File: src/rtl/core/brb_pkg.sv
// brb_pkg: shared types and operation codes for the byte ring buffer fifo
`timescale 1ns / 1ps

package brb_pkg;

  // field widths fixed by the stream formats
  localparam int KIND_W  = 3;
  localparam int BYTE_W  = 8;
  localparam int CNT_W   = 9;
  localparam int RPOS_W  = 8;

  // operation codes carried in the input kind field
  localparam logic [KIND_W-1:0] KIND_PUT   = 3'd0;
  localparam logic [KIND_W-1:0] KIND_FORCE = 3'd1;
  localparam logic [KIND_W-1:0] KIND_GET   = 3'd2;
  localparam logic [KIND_W-1:0] KIND_PEEK  = 3'd3;
  localparam logic [KIND_W-1:0] KIND_CLEAR = 3'd4;

  // status of one operation, handed from the core to the output stage
  typedef struct packed {
    logic              accepted;
    logic              get_ok;
    logic              dropped;
    logic [CNT_W-1:0]  data_count;
    logic [CNT_W-1:0]  space_count;
    logic [CNT_W-1:0]  contiguous_count;
    logic [RPOS_W-1:0] read_position;
  } brb_status_t;

endpackage

File: src/rtl/core/byte_ring_buffer_fifo.sv
// byte_ring_buffer_fifo: top level with stream handshake and output register
`timescale 1ns / 1ps

// Byte FIFO driven by a stream of operations (put, forced put, get, status,
// clear), each beat returning one status beat. One operation is accepted in
// every clock cycle unless a stall on m_tready backs up to the input. The
// status register and the store's registered read port capture each result,
// then the output register, which lets a new beat in while a finished result waits on m_tready.
// A write on the cfg port sets the ring size (0 reads as 1, values above the
// store size are clamped) and empties the FIFO; it takes effect at once.
module byte_ring_buffer_fifo #(
  parameter int DEPTH = 256
) (
  input  logic        clk,
  input  logic        rst,
  input  logic        s_tvalid,
  output logic        s_tready,
  input  logic [7:0]  s_tdata,   // [7:0] write_byte
  input  logic [2:0]  s_tuser,   // [2:0] kind
  output logic        m_tvalid,
  input  logic        m_tready,
  // [0] accepted, [8:1] read_byte, [9] dropped_oldest, [18:10] data_count,
  // [27:19] space_count, [36:28] contiguous_count, [44:37] read_position,
  // [47:45] zero
  output logic [47:0] m_tdata,
  input  logic        cfg_valid,
  output logic        cfg_ready,
  input  logic [8:0]  cfg_data
);
  import brb_pkg::*;

  brb_status_t       status;
  logic [BYTE_W-1:0] rd_byte;
  logic              s1_valid;
  logic              out_free, s1_move, in_fire, cfg_fire;
  logic [BYTE_W-1:0] read_byte;

  // handshake
  assign cfg_ready = 1'b1;
  assign cfg_fire  = cfg_valid && cfg_ready;
  assign out_free  = !m_tvalid || m_tready;
  assign s1_move   = s1_valid && out_free;
  assign s_tready  = !s1_valid || out_free;
  assign in_fire   = s_tvalid && s_tready;

  brb_core #(
    .DEPTH(DEPTH)
  ) u_core (
    .clk       (clk),
    .rst       (rst),
    .cfg_we    (cfg_fire),
    .cfg_value (cfg_data),
    .op_fire   (in_fire),
    .kind      (s_tuser),
    .write_byte(s_tdata),
    .status    (status),
    .rd_byte   (rd_byte)
  );

  // valid flags for the status stage and the output register
  always_ff @(posedge clk) begin
    if (rst) begin
      s1_valid <= 1'b0;
      m_tvalid <= 1'b0;
    end else begin
      if (in_fire) begin
        s1_valid <= 1'b1;
      end else if (s1_move) begin
        s1_valid <= 1'b0;
      end
      if (s1_move) begin
        m_tvalid <= 1'b1;
      end else if (m_tready) begin
        m_tvalid <= 1'b0;
      end
    end
  end

  // only a successful get reports the store byte
  assign read_byte = status.get_ok ? rd_byte : '0;

  // output beat
  always_ff @(posedge clk) begin
    if (s1_move) begin
      m_tdata <= {3'b000, status.read_position, status.contiguous_count,
                  status.space_count, status.data_count, status.dropped,
                  read_byte, status.accepted};
    end
  end

endmodule

File: src/rtl/core/brb_ram.sv
// brb_ram: generic single write port, single read port ram with registered read
`timescale 1ns / 1ps

module brb_ram #(
  parameter int WIDTH = 8,
  parameter int DEPTH = 256
) (
  input  logic                     clk,
  input  logic                     we,
  input  logic [$clog2(DEPTH)-1:0] waddr,
  input  logic [WIDTH-1:0]         wdata,
  input  logic                     re,
  input  logic [$clog2(DEPTH)-1:0] raddr,
  output logic [WIDTH-1:0]         rdata
);

  logic [WIDTH-1:0] mem [DEPTH];

  // write port
  always_ff @(posedge clk) begin
    if (we) begin
      mem[waddr] <= wdata;
    end
  end

  // registered read, holds while not enabled
  always_ff @(posedge clk) begin
    if (re) begin
      rdata <= mem[raddr];
    end
  end

endmodule

File: src/rtl/core/brb_core.sv
// brb_core: ring indices with mirror bits, byte store and per-operation status register
`timescale 1ns / 1ps

module brb_core #(
  parameter int DEPTH = 256
) (
  input  logic                         clk,
  input  logic                         rst,
  input  logic                         cfg_we,
  input  logic [brb_pkg::CNT_W-1:0]    cfg_value,
  input  logic                         op_fire,
  input  logic [brb_pkg::KIND_W-1:0]   kind,
  input  logic [brb_pkg::BYTE_W-1:0]   write_byte,
  output brb_pkg::brb_status_t         status,
  output logic [brb_pkg::BYTE_W-1:0]   rd_byte
);
  import brb_pkg::*;

  // largest usable ring: bounded by the store and by the 9 bit capacity register
  localparam int CAP_MAX   = (DEPTH < 511) ? DEPTH : 511;
  localparam int CAP_RST   = (DEPTH < 256) ? DEPTH : 256;
  localparam int PW        = $clog2(CAP_MAX);

  logic [CNT_W-1:0] capacity;
  logic [PW-1:0]    read_pos, write_pos;
  logic             read_wrap, write_wrap;

  logic [PW-1:0]    read_pos_next, write_pos_next;
  logic             read_wrap_next, write_wrap_next;
  logic             wr_en, acc, get_ok, dropped;
  logic [CNT_W-1:0] fill_pre, fill_post, cap_next;
  logic             full, empty;

  // bytes held for a given index pair
  function automatic logic [CNT_W-1:0] fill_of(
    input logic [PW-1:0] rp, input logic rw,
    input logic [PW-1:0] wp, input logic ww, input logic [CNT_W-1:0] cap);
    logic [CNT_W-1:0] r9, w9;
    r9 = CNT_W'(rp);
    w9 = CNT_W'(wp);
    if (rw == ww && r9 <= w9) begin
      fill_of = w9 - r9;
    end else begin
      fill_of = cap - r9 + w9;
    end
  endfunction

  // readable bytes from the read index up to the end of the ring
  function automatic logic [CNT_W-1:0] run_of(
    input logic [PW-1:0] rp, input logic rw,
    input logic [PW-1:0] wp, input logic ww, input logic [CNT_W-1:0] cap);
    logic [CNT_W-1:0] r9, w9;
    r9 = CNT_W'(rp);
    w9 = CNT_W'(wp);
    if (r9 <= w9 && rw == ww) begin
      run_of = w9 - r9;
    end else begin
      run_of = cap - r9;
    end
  endfunction

  // advance an index, wrapping to zero and flipping the mirror bit at the ring end
  function automatic logic [PW:0] step_of(
    input logic [PW-1:0] pos, input logic wrap, input logic [CNT_W-1:0] cap);
    logic [CNT_W:0] inc;
    inc = (CNT_W+1)'(pos) + 1'b1;
    if (inc >= {1'b0, cap}) begin
      step_of = {~wrap, {PW{1'b0}}};
    end else begin
      step_of = {wrap, inc[PW-1:0]};
    end
  endfunction

  // status before the operation
  assign fill_pre = fill_of(read_pos, read_wrap, write_pos, write_wrap, capacity);
  assign full     = (capacity - fill_pre) == '0;
  assign empty    = fill_pre == '0;

  // operation decode and index update
  always_comb begin
    read_pos_next   = read_pos;
    read_wrap_next  = read_wrap;
    write_pos_next  = write_pos;
    write_wrap_next = write_wrap;
    wr_en   = 1'b0;
    acc     = 1'b0;
    get_ok  = 1'b0;
    dropped = 1'b0;
    unique case (kind)
      KIND_PUT: begin
        if (!full) begin
          wr_en = 1'b1;
          acc   = 1'b1;
          {write_wrap_next, write_pos_next} = step_of(write_pos, write_wrap, capacity);
        end
      end
      KIND_FORCE: begin
        if (full) begin
          dropped = 1'b1;
          {read_wrap_next, read_pos_next} = step_of(read_pos, read_wrap, capacity);
        end
        wr_en = 1'b1;
        acc   = 1'b1;
        {write_wrap_next, write_pos_next} = step_of(write_pos, write_wrap, capacity);
      end
      KIND_GET: begin
        if (!empty) begin
          acc    = 1'b1;
          get_ok = 1'b1;
          {read_wrap_next, read_pos_next} = step_of(read_pos, read_wrap, capacity);
        end
      end
      KIND_CLEAR: begin
        read_pos_next   = '0;
        read_wrap_next  = 1'b0;
        write_pos_next  = '0;
        write_wrap_next = 1'b0;
      end
      default: begin
      end
    endcase
  end

  // status after the operation
  assign fill_post = fill_of(read_pos_next, read_wrap_next, write_pos_next, write_wrap_next,
                             capacity);

  // capacity clamp on a register write
  always_comb begin
    cap_next = cfg_value;
    if (cfg_value == '0) begin
      cap_next = CNT_W'(1);
    end else if (cfg_value > CNT_W'(CAP_MAX)) begin
      cap_next = CNT_W'(CAP_MAX);
    end
  end

  // ring state
  always_ff @(posedge clk) begin
    if (rst) begin
      capacity   <= CNT_W'(CAP_RST);
      read_pos   <= '0;
      write_pos  <= '0;
      read_wrap  <= 1'b0;
      write_wrap <= 1'b0;
    end else if (cfg_we) begin
      capacity   <= cap_next;
      read_pos   <= '0;
      write_pos  <= '0;
      read_wrap  <= 1'b0;
      write_wrap <= 1'b0;
    end else if (op_fire) begin
      read_pos   <= read_pos_next;
      write_pos  <= write_pos_next;
      read_wrap  <= read_wrap_next;
      write_wrap <= write_wrap_next;
    end
  end

  // status register, loaded with each operation
  always_ff @(posedge clk) begin
    if (op_fire) begin
      status.accepted         <= acc;
      status.get_ok           <= get_ok;
      status.dropped          <= dropped;
      status.data_count       <= fill_post;
      status.space_count      <= capacity - fill_post;
      status.contiguous_count <= run_of(read_pos_next, read_wrap_next, write_pos_next,
                                        write_wrap_next, capacity);
      status.read_position    <= RPOS_W'(read_pos_next);
    end
  end

  // byte store: write at the write index, read at the old read index
  brb_ram #(
    .WIDTH(BYTE_W),
    .DEPTH(CAP_MAX)
  ) u_store (
    .clk  (clk),
    .we   (op_fire && wr_en),
    .waddr(write_pos),
    .wdata(write_byte),
    .re   (op_fire),
    .raddr(read_pos),
    .rdata(rd_byte)
  );

endmodule

File: config.mk
export PLATFORM = sky130hd
export DESIGN_NAME = byte_ring_buffer_fifo
export DESIGN_NICKNAME = d
export VERILOG_FILES = /design/src/rtl/core/brb_pkg.sv /design/src/rtl/core/byte_ring_buffer_fifo.sv /design/src/rtl/core/brb_ram.sv /design/src/rtl/core/brb_core.sv
export SDC_FILE = /design/constraint.sdc
export NUM_CORES = 2
export LEC_CHECK = 0
export ABC_AREA = 1
export BUFFER_PORTS_ARGS = -buffer_cell sky130_fd_sc_hd__buf_2
export CORE_ASPECT_RATIO = 2
export CORE_MARGIN = 4
export CORE_UTILIZATION = 63
export DETAILED_ROUTE_END_ITERATION = 10
export HOLD_SLACK_MARGIN = 0.12
export PLACE_DENSITY = 0.76
export SLEW_MARGIN = 20
export SYNTH_ARGS = -nofsm -noshare
export SYNTH_HDL_FRONTEND = slang
export SYNTH_SLANG_ARGS = --single-unit
File: constraint.sdc
create_clock -name clk -period 11.31 [get_ports clk]
set_input_delay 0.5655 -clock clk [delete_from_list [all_inputs] [get_ports clk]]
set_output_delay 0.5655 -clock clk [all_outputs]
set_load 0.05 [all_outputs]
# ---- Word level (Yosys, flattened, before mapping)
# Memories as Yosys holds them, arrays and structs flattened. A register that Yosys moved wholly into a read port is not among the register bits.
# Cells that the tools add are included.
dict set report totals {
  reg_bits 112
  ramBits 2048
  in_bits 25
  output_inout_bits 51
  memories 1
}
dict set report classes {
  addsub 10
  order_cmp 5
  n_eq_ne 5
  muxes 28
  bitwise_logic 2
  n_reduce_logical 16
}
# name words word_bits rd rd_clocked_by_memory_dff write_ports line_no
set memory_table {}
lappend memory_table {u_core.u_store.mem 256 8 1 1 1 brb_ram.sv:17} ;# logic [WIDTH-1:0] mem [DEPTH];
# operator n
set op_table {}
lappend op_table {{$mux W9} 7}
lappend op_table {{$pmux W8 S3} 2}
lappend op_table {{$logic_not A9 Y1} 3}
lappend op_table {{$mux W8} 3}
lappend op_table {{$ge A10 B9 Y1} 2}
lappend op_table {{$add A8 B1 Y9 const B} 2}
lappend op_table {{$add A9 B8 Y9} 2}
lappend op_table {{$sub A8 B8 Y9} 2}
lappend op_table {{$sub A9 B8 Y9} 2}
lappend op_table {{$sub A9 B9 Y9} 2}
lappend op_table {{$le A8 B8 Y1} 2}
lappend op_table {{$mux W1} 12}
lappend op_table {{$gt A9 B9 Y1 const B} 1}
lappend op_table {{$pmux W1 S3} 3}
lappend op_table {{$logic_and A1 B1 Y1} 5}
lappend op_table {{$reduce_bool A2 Y1} 2}
lappend op_table {{$eq A3 B1 Y1 const B} 1}
lappend op_table {{$eq A3 B2 Y1 const B} 1}
lappend op_table {{$eq A3 B3 Y1 const B} 1}
lappend op_table {{$logic_not A3 Y1} 1}
lappend op_table {{$eq A1 B1 Y1} 2}
lappend op_table {{$logic_not A1 Y1} 2}
lappend op_table {{$logic_or A1 B1 Y1} 2}
lappend op_table {{$not A1 Y1} 2}
lappend op_table {{other kinds (2)} 2}

# ---- Longest topological paths before layout
dict set report logic_depth {
  ltp_word 11
  mapped_depth 66
  ltp_nobuf 60
}

# ---- Modules after synthesis
# From an unflattened synthesis, not the netlist that was laid out.
dict set report unflattened {
  cells_unflattened 7982
  hier_area_um2 91620.4
}
# module n_inst cells_per_inst area_per_inst_um2 seq_area_each_um2
set modules_own_cells {}
lappend modules_own_cells {brb_ram 1 7003 83476.3 61739.2}
lappend modules_own_cells {brb_core 1 899 6607.6 1681.6}
lappend modules_own_cells {byte_ring_buffer_fifo 1 80 1536.5 1391.3}

# ---- Worst setup path after synthesis
# OpenSTA, ideal clock, no wires.
dict set report synth_timing {
  kind {register -> register}
  from {register u_core.read_pos[2]}
  to {register, netlist name u_core.status[25]}
  setup_time_ns 0.249
  arrival_time_ns 7.838
  t_required_ns 11.061
  setup_slack_ns 3.223
  path_stages_with_launch 66
  synth_period_minus_slack_ns 8.087
  path_cell_list {dfxtp_1 > inv_1 > clkbuf_1 > clkbuf_1 > clkbuf_1 > ha_1 > nand2_1 > nand2_1 > nand2_1 > nand3_2 > nand2_2 > nand2_4 > nand2_4 > buf_6 > inv_2 > or2_0 > o21a_1 > inv_1 > (+30 left out) > buf_6 > nand2_1 > nand2_1 > ha_1 > inv_1 > fa_1 > nand3_1 > nand2_1 > a21oi_1 > nor2_1 > nor2_1 > o21ai_0 > a21o_1 > xor2_1 > inv_1 > nand3_1 > nand2_1 > inv_1}
}
dict set report synth_via {
  elab_chain_cells 11
  word_cells_on_any_way 30
  cone_classes {add/sub (9); order compare (3); eq/ne (1); mux (13); reduce/logical (4)}
}
# element line_no
set synth_rtl {}
lappend synth_rtl {{start: declaration} brb_core.sv:25} ;# logic [PW-1:0] read_pos, write_pos;
lappend synth_rtl {{start signal: assignment} brb_core.sv:153} ;# read_pos <= read_pos_next;
lappend synth_rtl {{$sub A9 B8 Y9 or $le A8 B8 Y1 (tied branches)} {brb_core.sv:44, brb_core.sv:41}}
lappend synth_rtl {{$add A9 B8 Y9 or $logic_and A1 B1 Y1 (tied branches)} {brb_core.sv:44, brb_core.sv:41}}
lappend synth_rtl {{$mux W9} brb_core.sv:41} ;# if (rw == ww && r9 <= w9) begin
lappend synth_rtl {{$sub A9 B9 Y9} brb_core.sv:76} ;# assign full = (capacity - fill_pre) == '0;
lappend synth_rtl {{$logic_not A9 Y1} brb_core.sv:76}
lappend synth_rtl {{$mux W8 (tied with other cells)} brb_core.sv:98} ;# if (full) begin
lappend synth_rtl {{$pmux W8 S3 or $pmux W1 S3 (tied branches)} brb_core.sv:89} ;# unique case (kind)
lappend synth_rtl {{$sub A9 B8 Y9 (tied with other cells)} brb_core.sv:44} ;# fill_of = cap - r9 + w9;
lappend synth_rtl {{$add A9 B8 Y9 or $logic_and A1 B1 Y1 (tied branches)} {brb_core.sv:44, brb_core.sv:41}}
lappend synth_rtl {{$mux W9 (*)} brb_core.sv:41}
lappend synth_rtl {{via u_core.fill_post[0]} brb_core.sv:31} ;# logic [CNT_W-1:0] fill_pre, fill_post, cap_next;
lappend synth_rtl {{$sub A9 B9 Y9 (*)} brb_core.sv:167} ;# status.space_count <= capacity - fill_post;
# The timed path passes the listed nets; every way through them passes the cells marked *.
# A chain may end at the register's enable or synchronous reset.

# ---- Worst setup path in the final report
dict set report layout_timing {
  from {register u_core.write_pos[2]}
  to {register, netlist name u_core.status[25]}
}
dict set report layout_via {
  elab_chain_cells 11
  word_cells_on_any_way 29
  cone_classes {add/sub (8); order compare (3); eq/ne (1); mux (13); reduce/logical (4)}
}
# element line_no
set layout_rtl {}
lappend layout_rtl {{start: declaration} brb_core.sv:25}
lappend layout_rtl {{start signal: assignment} brb_core.sv:154} ;# write_pos <= write_pos_next;
lappend layout_rtl {{$le A8 B8 Y1} brb_core.sv:41}
lappend layout_rtl {{$logic_and A1 B1 Y1} brb_core.sv:41}
lappend layout_rtl {{$mux W9} brb_core.sv:41}
lappend layout_rtl {{$sub A9 B9 Y9} brb_core.sv:76}
lappend layout_rtl {{$logic_not A9 Y1} brb_core.sv:76}
lappend layout_rtl {{$mux W8 (tied with other cells)} brb_core.sv:98}
lappend layout_rtl {{$pmux W8 S3 or $pmux W1 S3 (tied branches)} brb_core.sv:89}
lappend layout_rtl {{$sub A9 B8 Y9 (tied with other cells)} brb_core.sv:44}
lappend layout_rtl {{$add A9 B8 Y9 or $logic_and A1 B1 Y1 (tied branches)} {brb_core.sv:44, brb_core.sv:41}}
lappend layout_rtl {{$mux W9 (*)} brb_core.sv:41}
lappend layout_rtl {{via u_core.fill_post[1]} brb_core.sv:31}
lappend layout_rtl {{$sub A9 B9 Y9 (*)} brb_core.sv:167}
# Marked as above.

==> flow_summary.rst <==
.. list-table::
   :header-rows: 1

   * - Metric
     - Value
   * - Result of the run
     - complete, no violations
   * - Final weighted congestion in routability-driven placement
     - slightly below 1
   * - CP Capture Type
     - register
   * - Warnings from Yosys
     - 0
   * - DIE HEIGHT
     - around 540 µm
   * - Via count
     - approximately 60,000
   * - First-pass DRT Iterations
     - 6
   * - Worst vdd ir
     - approximately 0.00013 V
   * - Maxcap violations
     - 0
   * - Via count of the first global-routing pass
     - roughly 58,000
   * - Number of instances in the synthesized netlist
     - just over 7,000
   * - Dominant combinational cell family by area after synthesis
     - compound AO/OA/AOI/OAI gates
   * - Period minus WS final
     - 10,170 ps
   * - # H-tree levels
     - 4
   * - Delay of the slowest cell on the worst path
     - 670 ps
   * - Die W
     - 274 µm
   * - TritonCTS clock tree
     - built
   * - Worst slew margin relative to its limit
     - about a fifth
   * - Library cells used by synthesis
     - 52
   * - Count of flip-flops with a built-in enable after synthesis
     - between 2,000 and 2,500
   * - Fraction of the mapped netlist area in simple logic gates
     - a little under a tenth
   * - Fraction of synthesized cell area taken by the top area cell type
     - between 70% and 80%
   * - I/O Pins
     - 76
   * - Pwr Density
     - around 170 nW/µm²
   * - Standard-cell row count
     - just under 200
   * - Overall die area
     - between 100,000 and 150,000 µm²
   * - Clock root buffer master
     - sky130_fd_sc_hd__clkbuf_16
   * - Xor/xnor share of the synthesized area
     - less than 1%
   * - Crit path kind
     - reg2reg
   * - Period utilization
     - between 80% and 90%
   * - Start of the worst register-to-register path
     - u_core.write_pos[2]
   * - Adder-Cell Fraction of Synth Area
     - ~1.4%
   * - Number of setup buffers added after CTS
     - 0
   * - Final hold violation count
     - 0
   * - Max Fclk
     - 98.4 MHz
   * - NumNets Final
     - 7,209
   * - Detailed placer's ending HPWL
     - 154 mm
   * - Number of gates resized after cts
     - 0
   * - Clock transition time at the flip-flop clock pins of the worst setup and hold paths
     - approximately 80 ps
   * - Global-route wire length before repair
     - ~370 mm
   * - Layout-stage area growth over the synthesis result
     - 8.45%
   * - Setup slack after layout
     - roughly 1100 ps
   * - Vias per inst
     - 6.59
   * - Filler-free cell count of the finished design
     - 9,106
   * - Worst Hold Depth
     - 4
   * - Worst flop-to-flop path endpoint
     - u_core.status[25]
   * - Setup crit start
     - u_core.write_pos[2]
   * - Total clock buffers created by CTS
     - about 180
   * - Critical Path End
     - u_core.status[25]
   * - Post-Route Skew
     - 53.1 ps
   * - Final WL
     - ~250 mm
   * - Synth Area in Compound Gates
     - between 10% and 20%
   * - Logic depth of the worst path, buffers included
     - 55
   * - Area of the placeable core
     - around 140,000 µm²
   * - Maximum number of pins on one net before global-route repair
     - 221
   * - Share of flip-flops with an asynchronous set or reset
     - 0%
   * - Count of state elements after synthesis
     - roughly 2,200
   * - # hold bufs at CTS
     - 5
   * - Mux share of post-synthesis cell area
     - 0%
   * - CTS max path bufs
     - 4
   * - Clock Sink Count
     - around 2,200
   * - Syn_area_per_cell
     - ~12 µm²
   * - Worst-case hold slack
     - about 160 ps
   * - Buffers added on ports
     - between 70 and 80
   * - Total routing resource utilization after global routing
     - approximately a third
   * - Static leakage power
     - ~32 nW
   * - Buffer and inverter count on the worst path
     - 9
   * - Starting density of the core
     - between 60 and 70%
   * - CP delay by family, top
     - compound AO/OA/AOI/OAI gates
   * - Type of the most critical hold path
     - in2reg
   * - Synth Flop Type
     - sky130_fd_sc_hd__edfxtp_1
   * - Library cell contributing the largest single delay on the critical path
     - sky130_fd_sc_hd__dfxtp_1
   * - Total power draw
     - 16.5 mW
   * - Total of endpoints with negative setup slack in the final report
     - 0
   * - Endpoint arrival time on the critical path
     - between 10,000 and 15,000 ps
   * - Detailed Route Iter0 Violations
     - between 8,000 and 9,000
   * - Routed length per placed instance
     - between 20 and 30 µm
   * - Length in cells of the worst reg-to-reg path
     - 55
   * - Kind of start point of the critical path
     - register
   * - Hold Path Origin
     - m_tready
   * - Post-route antenna net violation count
     - 0
   * - Cell type with the largest total area after synthesis
     - sky130_fd_sc_hd__edfxtp_1
   * - RSZ-0062 raised after global routing
     - no
   * - Worst setup slack after placement
     - between 1000 and 1500 ps
   * - Residual DRC count
     - 0
   * - Proportion of synthesized chip area in sequential cells
     - between 70% and 80%
   * - Required arrival time at the worst endpoint
     - 11,890 ps
   * - Maximum fanout count along the critical path
     - 17
   * - Total Neg Setup Slack
     - 0 ps
   * - Number of pins exceeding their max-slew limit in the final report
     - 0
   * - Source-to-sink clock delay at the later pin of the worst-skew pair
     - between 800 and 900 ps
   * - Share of layout cells above drive strength 1
     - 6.87%
   * - Netlist Area Pre-Place
     - 89,200 µm²
   * - Minimum setup slack among reg-to-reg paths
     - roughly 1100 ps
   * - Placed Instances
     - a little under 9,000
   * - Dominant cells by area after synthesis
     - sky130_fd_sc_hd__edfxtp_1 (72%), sky130_fd_sc_hd__o21ai_0 (7.7%), sky130_fd_sc_hd__nor2_1 (7.2%), sky130_fd_sc_hd__o22ai_1 (4.6%), sky130_fd_sc_hd__clkbuf_1 (2.0%)
   * - Total overflow reported by the global router
     - 0
   * - Initial antenna violation count
     - 11
   * - Transition time at the pin with the least slew margin
     - ~1200 ps
==> synth_stat cells, types with 9 or more instances <==
| cell type | n |
|---|---|
| sky130_fd_sc_hd__edfxtp_1 | 2139 |
| sky130_fd_sc_hd__nor2_1 | 1714 |
| sky130_fd_sc_hd__o21ai_0 | 1379 |
| sky130_fd_sc_hd__o22ai_1 | 652 |
| sky130_fd_sc_hd__clkbuf_1 | 468 |
| sky130_fd_sc_hd__nand2_1 | 200 |
| sky130_fd_sc_hd__inv_1 | 174 |
| sky130_fd_sc_hd__ha_1 | 78 |
| sky130_fd_sc_hd__a21oi_1 | 77 |
| sky130_fd_sc_hd__nand3_1 | 56 |
| sky130_fd_sc_hd__xor2_1 | 36 |
| sky130_fd_sc_hd__o32ai_1 | 34 |
| sky130_fd_sc_hd__dfxtp_1 | 29 |
| sky130_fd_sc_hd__nor3_1 | 18 |
| sky130_fd_sc_hd__buf_2 | 17 |
| sky130_fd_sc_hd__o211ai_1 | 17 |
| sky130_fd_sc_hd__buf_1 | 15 |
| sky130_fd_sc_hd__nand3_2 | 14 |
| sky130_fd_sc_hd__fa_1 | 13 |
| sky130_fd_sc_hd__inv_2 | 12 |
| sky130_fd_sc_hd__nand2_2 | 12 |
| sky130_fd_sc_hd__nand4_1 | 12 |
| sky130_fd_sc_hd__o21ai_1 | 9 |
==> layout by cell type, fill, tap and decap left out, types with 9 or more instances in the layout <==
master,synthesis,layout
sky130_fd_sc_hd__edfxtp_1,2139,2139
sky130_fd_sc_hd__nor2_1,1714,1714
sky130_fd_sc_hd__o21ai_0,1379,1379
sky130_fd_sc_hd__o22ai_1,652,652
sky130_fd_sc_hd__nand2_1,200,193
sky130_fd_sc_hd__clkbuf_16,0,184
sky130_fd_sc_hd__inv_1,174,171
sky130_fd_sc_hd__buf_4,6,82
sky130_fd_sc_hd__ha_1,78,78
sky130_fd_sc_hd__a21oi_1,77,76
sky130_fd_sc_hd__buf_2,17,63
sky130_fd_sc_hd__nand3_1,56,48
sky130_fd_sc_hd__clkbuf_1,468,42
sky130_fd_sc_hd__xor2_1,36,36
sky130_fd_sc_hd__clkinv_1,5,36
sky130_fd_sc_hd__o32ai_1,34,32
sky130_fd_sc_hd__clkinv_2,0,24
sky130_fd_sc_hd__dfxtp_1,29,23
sky130_fd_sc_hd__nand3_2,14,22
sky130_fd_sc_hd__nand2_2,12,19
sky130_fd_sc_hd__bufinv_16,0,18
sky130_fd_sc_hd__o211ai_1,17,17
sky130_fd_sc_hd__nor3_1,18,14
sky130_fd_sc_hd__fa_1,13,13
sky130_fd_sc_hd__nand4_1,12,12
sky130_fd_sc_hd__inv_2,12,12
sky130_fd_sc_hd__diode_2,0,11
sky130_fd_sc_hd__buf_12,0,10
sky130_fd_sc_hd__o21ai_1,9,9
==> layer usage <==
metal | share of wire (%) | track usage, % | up-vias
li1 | - | - | 26300
met4 | 7.9 | 22.2 | 6
met1 | 33 | 39.8 | 29300
met2 | 50 | 56.8 | 3625
met3 | 8.7 | 5.59 | 807
met5 | 0.017 | 0 | -
==> sequential cells by signal, summed over array words and instances, names as in the netlist <==
name / flops
m_tvalid: 1
u_core.read_pos: 8
u_core.status: 38
u_core.write_wrap: 1
u_core.write_pos: 8
u_core.capacity: 9
u_core.read_wrap: 1
u_core.u_store.rdata: 8
s1_valid: 1
m_tdata: 45
u_core.u_store.mem: 2048
==> cell type report <==
cell class	instances	area, µm²
clock inverters	90	926
flip-flops and latches	2168	64800
diodes	11	27.5
well taps	1871	2340
multi-input cells	4380	21800
clock buffers	226	4760
repair buffers	168	1300
inverters	192	747
fillers	9768	44300
==> cell families (layout without fill, tap and decap cells) <==
kind of cell,count (synthesis),after routing
AO/OA/AOI/OAI,2193,2193
XOR/XNOR,39,39
adder cells (fa/ha/maj),91,91
buffers and inverters,701,676
flip-flops,2168,2168
other,2,15
AND/OR/NAND/NOR,2053,2053
==> power breakdown <==
group / switching [mW] / internal [mW]
Combinational: 1.06 / 0.363
Sequential: 0.0325 / 8.91
Clock: 2.78 / 3.40
Total: 3.87 / 12.7
==> metrics by stage <==
step                area [µm²]  utilization (%)
finish                   96800             68.6
global route             96700             68.6
CTS                      96700             68.6
detailed placement       91000             64.5
global placement         91000             64.5
floorplan                89200                -
==> worst min path at each step <==
stage	slack [ps]	end
detailed placement	400	m_tdata[14]
global placement	400	m_tdata[39]
global route	160	u_core.capacity[3]
finish	160	s1_valid
floorplan	400	m_tdata[0]
CTS	120	u_core.capacity[0]
==> worst register-to-register path, delay by kind of cell, from the launching register on <==
| kind | cells | cell delay (ps) |
|---|---|---|
| compound gates | 15 | 2790 |
| xor+xnor | 1 | 160 |
| fa+ha+maj | 5 | 2160 |
| buf+inv | 9 | 1500 |
| flops | 1 | 670 |
| simple gates | 25 | 2680 |
Power figures use the tool's default switching activity.
